[src/dhkt_pkg.sv]
// Package for the double hash key table: sizes, command codes, queue entry type, back-end states.
// No dependencies.
package dhkt_pkg;
	localparam int TableSlots = 1021;
	localparam int ValueBits = 64;
	localparam int SlotBits = $clog2(TableSlots);
	localparam int CountBits = $clog2(TableSlots + 1);

	typedef enum logic [1:0] {
		CMD_INSERT = 2'd0,
		CMD_LOOKUP = 2'd1,
		CMD_REMOVE = 2'd2,
		CMD_READ   = 2'd3
	} cmd_t;

	typedef struct packed {
		cmd_t                 cmd;
		logic [31:0]          key;
		logic [ValueBits-1:0] value;
		logic [9:0]           slot_in;
		logic [SlotBits-1:0]  base;
		logic [SlotBits-1:0]  step;
		logic                 bad;
	} req_t;

	typedef enum logic [2:0] {
		ST_CLEAR, ST_IDLE, ST_READ, ST_CHECK, ST_WRITE, ST_DONE
	} state_t;
endpackage

[src/dhkt_front.sv]
// Front end: accepts requests, works out the probe base and step by folding the key
// in 10-bit chunks (partial sums registered, then reduced), pushes into a two-entry queue. Uses dhkt_pkg.
module dhkt_front (
	input  logic            clk,
	input  logic            arst_n,
	input  logic            in_valid,
	output logic            in_ready,
	input  dhkt_pkg::req_t  in_req,
	output logic            q_valid,
	input  logic            q_pop,
	output dhkt_pkg::req_t  q_head
);
	localparam int SB = dhkt_pkg::SlotBits;
	localparam int N = dhkt_pkg::TableSlots;
	localparam int CB = 16;
	// weights of the 10-bit key chunks: 2^10, 2^20, 2^30 reduced mod N and mod N-1
	localparam int A1 = (1 << 10) % N;
	localparam int A2 = (A1 * A1) % N;
	localparam int A3 = (A2 * A1) % N;
	localparam int B1 = (1 << 10) % (N - 1);
	localparam int B2 = (B1 * B1) % (N - 1);
	localparam int B3 = (B2 * B1) % (N - 1);

	dhkt_pkg::req_t cur_q;
	dhkt_pkg::req_t push_req;
	logic busy_q;
	logic ph_q;
	logic [CB-1:0] ra_q, rb_q;
	logic [CB-1:0] sa, sb, fa, fb;
	logic [SB-1:0] base_d, step_d;
	dhkt_pkg::req_t fifo_q [2];
	logic rd_q, wr_q;
	logic [1:0] cnt_q;
	logic done;

	assign in_ready = !busy_q;
	assign q_valid = cnt_q != 2'd0;
	assign q_head = fifo_q[rd_q];
	assign done = busy_q && ph_q && cnt_q != 2'd2;

	// first step: weighted chunk sums; second: fold the high part once more and
	// subtract the modulus at most once (N sits just under 2^10)
	always_comb begin
		sa = CB'(cur_q.key[9:0]) + CB'(A1) * CB'(cur_q.key[19:10])
			+ CB'(A2) * CB'(cur_q.key[29:20]) + CB'(A3) * CB'(cur_q.key[31:30]);
		sb = CB'(cur_q.key[9:0]) + CB'(B1) * CB'(cur_q.key[19:10])
			+ CB'(B2) * CB'(cur_q.key[29:20]) + CB'(B3) * CB'(cur_q.key[31:30]);
		fa = CB'(ra_q[9:0]) + CB'(A1) * CB'(ra_q[CB-1:10]);
		fb = CB'(rb_q[9:0]) + CB'(B1) * CB'(rb_q[CB-1:10]);
		base_d = (fa >= CB'(N)) ? SB'(fa - CB'(N)) : fa[SB-1:0];
		step_d = ((fb >= CB'(N - 1)) ? SB'(fb - CB'(N - 1)) : fb[SB-1:0]) + SB'(1);
	end

	always_comb begin
		push_req = cur_q;
		push_req.base = base_d;
		push_req.step = step_d;
		push_req.bad = (cur_q.cmd == dhkt_pkg::CMD_READ)
			? (cur_q.slot_in >= 10'(N)) : (cur_q.key == 32'd0);
	end

	always_ff @(posedge clk or negedge arst_n) begin
		if (!arst_n) begin
			busy_q <= 1'b0;
			ph_q <= 1'b0;
			rd_q <= 1'b0;
			wr_q <= 1'b0;
			cnt_q <= '0;
		end else begin
			if (in_valid && in_ready) begin
				busy_q <= 1'b1;
				ph_q <= 1'b0;
			end else if (busy_q && !ph_q) begin
				ph_q <= 1'b1;
			end else if (done) begin
				busy_q <= 1'b0;
			end
			if (done) wr_q <= !wr_q;
			if (q_pop) rd_q <= !rd_q;
			cnt_q <= cnt_q + {1'b0, done} - {1'b0, q_pop};
		end
	end

	always_ff @(posedge clk) begin
		if (in_valid && in_ready) cur_q <= in_req;
		if (busy_q && !ph_q) begin
			ra_q <= sa;
			rb_q <= sb;
		end
		if (done) fifo_q[wr_q] <= push_req;
	end
endmodule

[config.mk]
export PLATFORM = sky130hd
export DESIGN_NAME = dhkt_front
export DESIGN_NICKNAME = d
export VERILOG_FILES = /design/src/dhkt_pkg.sv /design/src/dhkt_front.sv
export SDC_FILE = /design/constraint.sdc
export NUM_CORES = 1
export LEC_CHECK = 0
export BUFFER_PORTS_ARGS = -buffer_cell sky130_fd_sc_hd__clkbuf_2
export CORE_ASPECT_RATIO = 0.6
export CORE_UTILIZATION = 25
export CTS_CLUSTER_SIZE = 8
export DETAILED_ROUTE_END_ITERATION = 10
export GPL_ROUTABILITY_DRIVEN = 0
export GPL_TIMING_DRIVEN = 0
export PLACE_DENSITY = 0.46
export RECOVER_POWER = 100
export SYNTH_ARGS = -nofsm -noshare
export SYNTH_HDL_FRONTEND = slang
export SYNTH_SLANG_ARGS = --single-unit
[constraint.sdc]
create_clock -name clk -period 7.3 [get_ports clk]
set_clock_uncertainty 0.1 [all_clocks]
set_input_delay 0.365 -clock clk [delete_from_list [all_inputs] [get_ports clk]]
set_output_delay 0.365 -clock clk [all_outputs]
set_load 0.01 [all_outputs]
## Word level (Yosys, flattened, before mapping)

Memories as Yosys holds them, arrays and structs flattened.
Index checks and enable logic that the tools add are counted.
Widths: inputs -> output; s select.

- Bits in registers: 146
- RAM bits: 258
- Input bits: 133
- Output and inout bits: 131
- Memories kept: 1

Memories:

| name | words | bits a word | read ports | clocked after Yosys merged registers in | wr ports | line | source |
|---|---|---|---|---|---|---|---|
| fifo_q | 2 | 129 | 1 | 0 | 1 | dhkt_front.sv:31 | `dhkt_pkg::req_t fifo_q [2];` |

- Add/subtract/negate cells: 13
- Multiply operators: 4
- Order comparisons: 3
- Equality and inequality tests: 3
- Muxes and demuxes: 10
- Reductions and logical operators: 13

Operator list:

| cell | count |
|---|---|
| $logic_not 32->1 | 1 |
| $add 13x14->15 | 2 |
| $add 10x12->13 | 2 |
| $add 10x8->11 | 2 |
| $ge 11x10->1 const B | 2 |
| $mux 10 | 2 |
| $sub 10x10->10 const B | 2 |
| $add 15x7->16 | 1 |
| $add 15x8->16 | 1 |
| $mul 4x10->14 const A | 1 |
| $mul 2x10->12 const A | 1 |
| $add 10x1->10 const B | 1 |
| $ge 10x10->1 const B | 1 |
| $mul 2x6->8 const A | 1 |
| $mux 1 | 8 |
| $mul 5x2->7 const A | 1 |
| $reduce_bool 2->1 | 3 |
| $logic_and 1x1->1 | 4 |
| $logic_not 1->1 | 4 |
| $ne 2x2->1 const B | 2 |
| $add 2x1->2 | 1 |
| $eq 2x2->1 const B | 1 |
| $reduce_and 2->1 | 1 |
| $sub 2x1->2 | 1 |

## Depth between registers and ports, before layout

- Word-level depth: 5
- Mapped depth: 17

## Worst setup path after synthesis

No wires, ideal clock.

- Kind: reg-to-reg
- Start point: register cnt_q[1]
- End point: memory fifo_q[0][0] (netlist name), enable pin
- Library setup time: 0.619 ns
- Arrival time: 6.015 ns
- Data required time: 6.581 ns
- Setup slack: 0.565 ns
- Stages on the path, launching flop included: 4
- Buffers on the path: 0
- Period minus slack after synthesis: 6.735 ns
- Cell sequence: dfrtp_1 -> inv_1 -> o211ai_1 -> nor2_1

- Longest elaborated chain between the ends: 4

RTL lines:

| element | line | source |
|---|---|---|
| start: declaration | dhkt_front.sv:33 | `logic [1:0] cnt_q;` |
| start signal: assignment | dhkt_front.sv:80 | `cnt_q <= cnt_q + {1'b0, done} - {1'b0, q_pop};` |
| $ne 2x2->1 | dhkt_front.sv:39 | `assign done = busy_q && ph_q && cnt_q != 2'd2;` |
| $logic_and 1x1->1 | dhkt_front.sv:39 |  |
| $mux 1 | dhkt_front.sv:90 | `if (done) fifo_q[wr_q] <= push_req;` |
| $mux 1 (not written as such) | dhkt_front.sv:90 |  |
| end: declaration | dhkt_front.sv:31 |  |

Every way passes these cells.

## Worst setup path after layout

- Start point: input in_valid
- End point: register cur_q[124] (netlist name), enable pin

- Longest elaborated chain between the ends: 1

RTL lines:

| element | line | source |
|---|---|---|
| start: declaration | dhkt_front.sv:6 | `input logic in_valid,` |
| $logic_and 1x1->1 | dhkt_front.sv:85 | `if (in_valid && in_ready) cur_q <= in_req;` |
| end signal: assignment | dhkt_front.sv:85 |  |
| end: declaration | dhkt_front.sv:24 | `dhkt_pkg::req_t cur_q;` |

Every way passes these cells.
A chain may end at the register's enable or synchronous reset.

==> flow_summary.json <==
{
  "grt_max_degree": 31,
  "hpwlAfterDp_mm": 31.1,
  "yosys_register_bits": 402,
  "cts_sinks": 402,
  "die_w_um": 344,
  "synth_area_per_cell_um2": 17.4,
  "root_buffer": "clkbuf_16",
  "start_util_pct": 25.6,
  "m1WireLength_mm": 22.4,
  "row_count": 74,
  "cts-buffers-inserted": 56,
  "syn_inst": 1013,
  "ant_nets": 0,
  "cp_max_fo": 30,
  "core-area_um2": 68800,
  "powerDensity_nw_per_um2": 507,
  "yosys.area_share.simple_pct": 3.44,
  "hold_viol": 0,
  "total_power_uw": 11400,
  "final-max-slew-violation-count": 216,
  "clkLatencyLatePin_ps": 590,
  "die_area_um2": 71400,
  "vias": 9927,
  "synthesis.area_um2": 17600,
  "slew-limit-headroom_pct": -69.0,
  "critical_path.endpoint_type": "flip-flop",
  "start_kind": "input port",
  "placed_cell_area_um2": 20300,
  "synth_top_family_by_area": "adder cells",
  "wl_met3_mm": 2.58,
  "min_path_type": "reg -> reg",
  "r2r_slack_ps": 1580,
  "synth-edff-count": 396,
  "synth_ff_type": "edfxtp_1",
  "drtIter0Drc": 550,
  "grt-ovfl-total": 0,
  "synth-xor-area-share_pct": 2.08,
  "wirelength_mm": 42.4,
  "yosysWarnings": 0,
  "nets": 1706,
  "ios": 264,
  "syn2layout_area_growth_pct": 28.0,
  "p_leak_uw": 0.00818,
  "tightest_slew_ps": 2530,
  "grt_pass1_wl_mm": 62.4,
  "netlist-cell-type-count": 65,
  "portBuffers": 242,
  "rsz0062_at_grt": "false",
  "track_usage_pct": 11.7,
  "peakVddDrop_mv": 0.215,
  "routed-wl-met2_mm": 16.8,
  "arrival_ps": 5890,
  "setup_viol": 0,
  "viasPerCell": 4.19,
  "drc": 0,
  "timing.hold.ws_ps": 340,
  "fmax_mhz": 174,
  "design_area_um2": 22500,
  "synth_compound_gate_area_share_pct": 3.81,
  "criticalPathCategory": "in -> reg",
  "violations": "max-capacitance violations, max-slew violations",
  "status": "finished, violations left",
  "required_ps": 7460,
  "synthMuxAreaShare_pct": 8.45,
  "fin_crit_ps": 5730,
  "clkSlewWorstSetupHoldPaths_ps": 50,
  "die_h_um": 207,
  "yosys.area_share.adder_pct": 11.6,
  "grt_pass1_vias": 10000,
  "n_fill_cell": 6840,
  "synthArstFlopShare_pct": 1.49,
  "clk_path_buf_depth": 3,
  "synth.net_count": 1279,
  "tns_ps": 0,
  "cts_tree": "done",
  "post_drt_wl_per_cell_um": 17.9,
  "first_pass_iters": 4,
  "antenna_found_initial": 3,
  "ys_seq_area_share_pct": 68.5,
  "drive_gt1_share_pct": 20.7,
  "period_share_pct": 78.5,
  "ctsHtreeMaxLevel": 2,
  "top_layer": "met5",
  "max-cap-violations": 8
}
[placed cells by master (no fill, tap or decap), drive strengths merged, types with 4 or more instances in the layout]
master / netlist / final
edfxtp: 396 / 396
clkbuf: 11 / 339
mux2: 131 / 131
dlygate4sd3: 0 / 113
inv: 85 / 85
ha: 84 / 84
fa: 49 / 49
xnor2: 27 / 27
nor2: 22 / 22
a21oi: 18 / 18
nand2: 17 / 17
o21ai: 17 / 17
xor2: 14 / 14
nand3: 10 / 10
nor4: 10 / 10
o21bai: 9 / 9
a21o: 8 / 8
nand4: 7 / 7
nor2b: 6 / 6
or3: 6 / 6
dfrtp: 6 / 6
a211oi: 5 / 5
nor3b: 5 / 5
o21a: 5 / 5
nor3: 5 / 5
o211ai: 5 / 5
and2: 5 / 5
diode: 0 / 4
a31oi: 4 / 4
or2: 4 / 4
[worst max-delay path, stage by stage]
cell           delay (ps)
dlygate4sd3_1         520
clkbuf_1              140
nor2b_1               780
clkbuf_1              930
clkbuf_1             1290
clkbuf_1             1480
buf_12                300
[where the power goes]
group	internal (uW)	switching [uW]	leakage, uW
logic	1980	3100	0.00371
registers	3730	288	0.00373
clock network	1400	908	0.000742
total	7110	4300	0.00818
[worst paths after layout]
path	from	to	depth (start not counted)
setup / recovery	in_valid	cur_q[124]$_DFFE_PP_	7
hold / removal	cur_q[38]$_DFFE_PP_	fifo_q[1][38]$_DFFE_PP_	0
setup reg to reg	cnt_q[1]$_DFF_PN0_	fifo_q[1][67]$_DFFE_PP_	6
hold reg to reg	cur_q[38]$_DFFE_PP_	fifo_q[1][38]$_DFFE_PP_	0
max in group asynchronous	arst_n	rd_q$_DFFE_PN0P_	4
min in group asynchronous	arst_n	ph_q$_DFFE_PN0P_	3
[synthesized netlist by cell type, types with 2 or more instances]
| library cell | count | share of area, % |
|---|---|---|
| edfxtp_1 | 396 | 68 |
| mux2_2 | 131 | 8.4 |
| inv_1 | 85 | 1.8 |
| ha_1 | 84 | 6.0 |
| fa_1 | 49 | 5.6 |
| xnor2_1 | 27 | 1.3 |
| nor2_1 | 21 | 0.45 |
| a21oi_1 | 17 | 0.48 |
| nand2_1 | 17 | 0.36 |
| o21ai_0 | 16 | 0.46 |
| xor2_1 | 13 | 0.65 |
| clkbuf_1 | 11 | 0.23 |
| nand3_1 | 10 | 0.28 |
| nor4_1 | 9 | 0.32 |
| a21o_1 | 8 | 0.34 |
| o21bai_1 | 8 | 0.34 |
| nand4_1 | 7 | 0.25 |
| dfrtp_1 | 6 | 0.85 |
| nor2b_1 | 6 | 0.21 |
| or3_1 | 6 | 0.21 |
| nor3_1 | 5 | 0.14 |
| nor3b_1 | 5 | 0.21 |
| o211ai_1 | 5 | 0.21 |
| o21a_1 | 5 | 0.21 |
| a211oi_1 | 4 | 0.17 |
| a31oi_1 | 4 | 0.14 |
| and2_1 | 4 | 0.14 |
| buf_1 | 4 | 0.085 |
| a221oi_1 | 3 | 0.15 |
| and3_1 | 3 | 0.11 |
| o22ai_1 | 3 | 0.11 |
| a21boi_0 | 2 | 0.085 |
| a311oi_1 | 2 | 0.10 |
| a31o_2 | 2 | 0.10 |
| nand2b_1 | 2 | 0.071 |
| nor4bb_1 | 2 | 0.11 |
| o2111ai_1 | 2 | 0.10 |
| or2_2 | 2 | 0.071 |
[routing by layer]
metal	vias up	GRT usage, %
met5	-	0
met4	2	2.17
met3	54	3.23
met2	246	15.6
met1	4937	18.5
li1	4688	-
[flip-flops by register name (all words and copies together), names as in the netlist]
register  flops
fifo_q      258
cur_q       108
ra_q         15
rb_q         15
cnt_q         2
busy_q        1
ph_q          1
rd_q          1
wr_q          1
[timing repair]
item | CTS | global route
hold endpoints to repair | 117 | 0
setup buffers | 0 | 0
resized for setup | 0 | 0
setup endpoints to repair | 0 | 0
hold buffers | 113 | 0
[metrics by stage]
step | cells | worst slack, ps | util (%)
global placement | 2167 | -4070 | 29.0
finish | 2372 | 1570 | 32.7
detailed placement | 2181 | 2100 | 29.5
global route | 2369 | 948 | 32.7
floorplan | 1013 | 565 | -
CTS | 2368 | 2080 | 33.3
[final cells by class]
class                           instances  area, um^2  share of cell area, %
Multi-Input combinational cell        511        5150                   22.9
Clock buffer                           71        1500                   6.66
Buffer                                 15        56.3                  0.250
Tap cell                              912        1140                   5.07
Antenna cell                            4        10.0                 0.0445
Timing Repair Buffer                  369        2270                   10.1
Inverter                               85         319                   1.42
Clock inverter                          3        25.0                  0.111
Sequential cell                       402       12000                   53.5
[cell families (layout without fill, tap and decap cells)]
| kind of cell | count (synthesis) | count (layout) |
|---|---|---|
| DFF | 402 | 402 |
| adders and majority gates | 134 | 134 |
| muxes | 132 | 132 |
| and+or+nand+nor | 109 | 109 |
| buffers and inverters | 100 | 543 |
| AOI/OAI and AO/OA | 95 | 95 |
| xor gates and xnor gates | 41 | 41 |
| other | 0 | 4 |
Note: power is estimated with default switching activity, not from simulation.
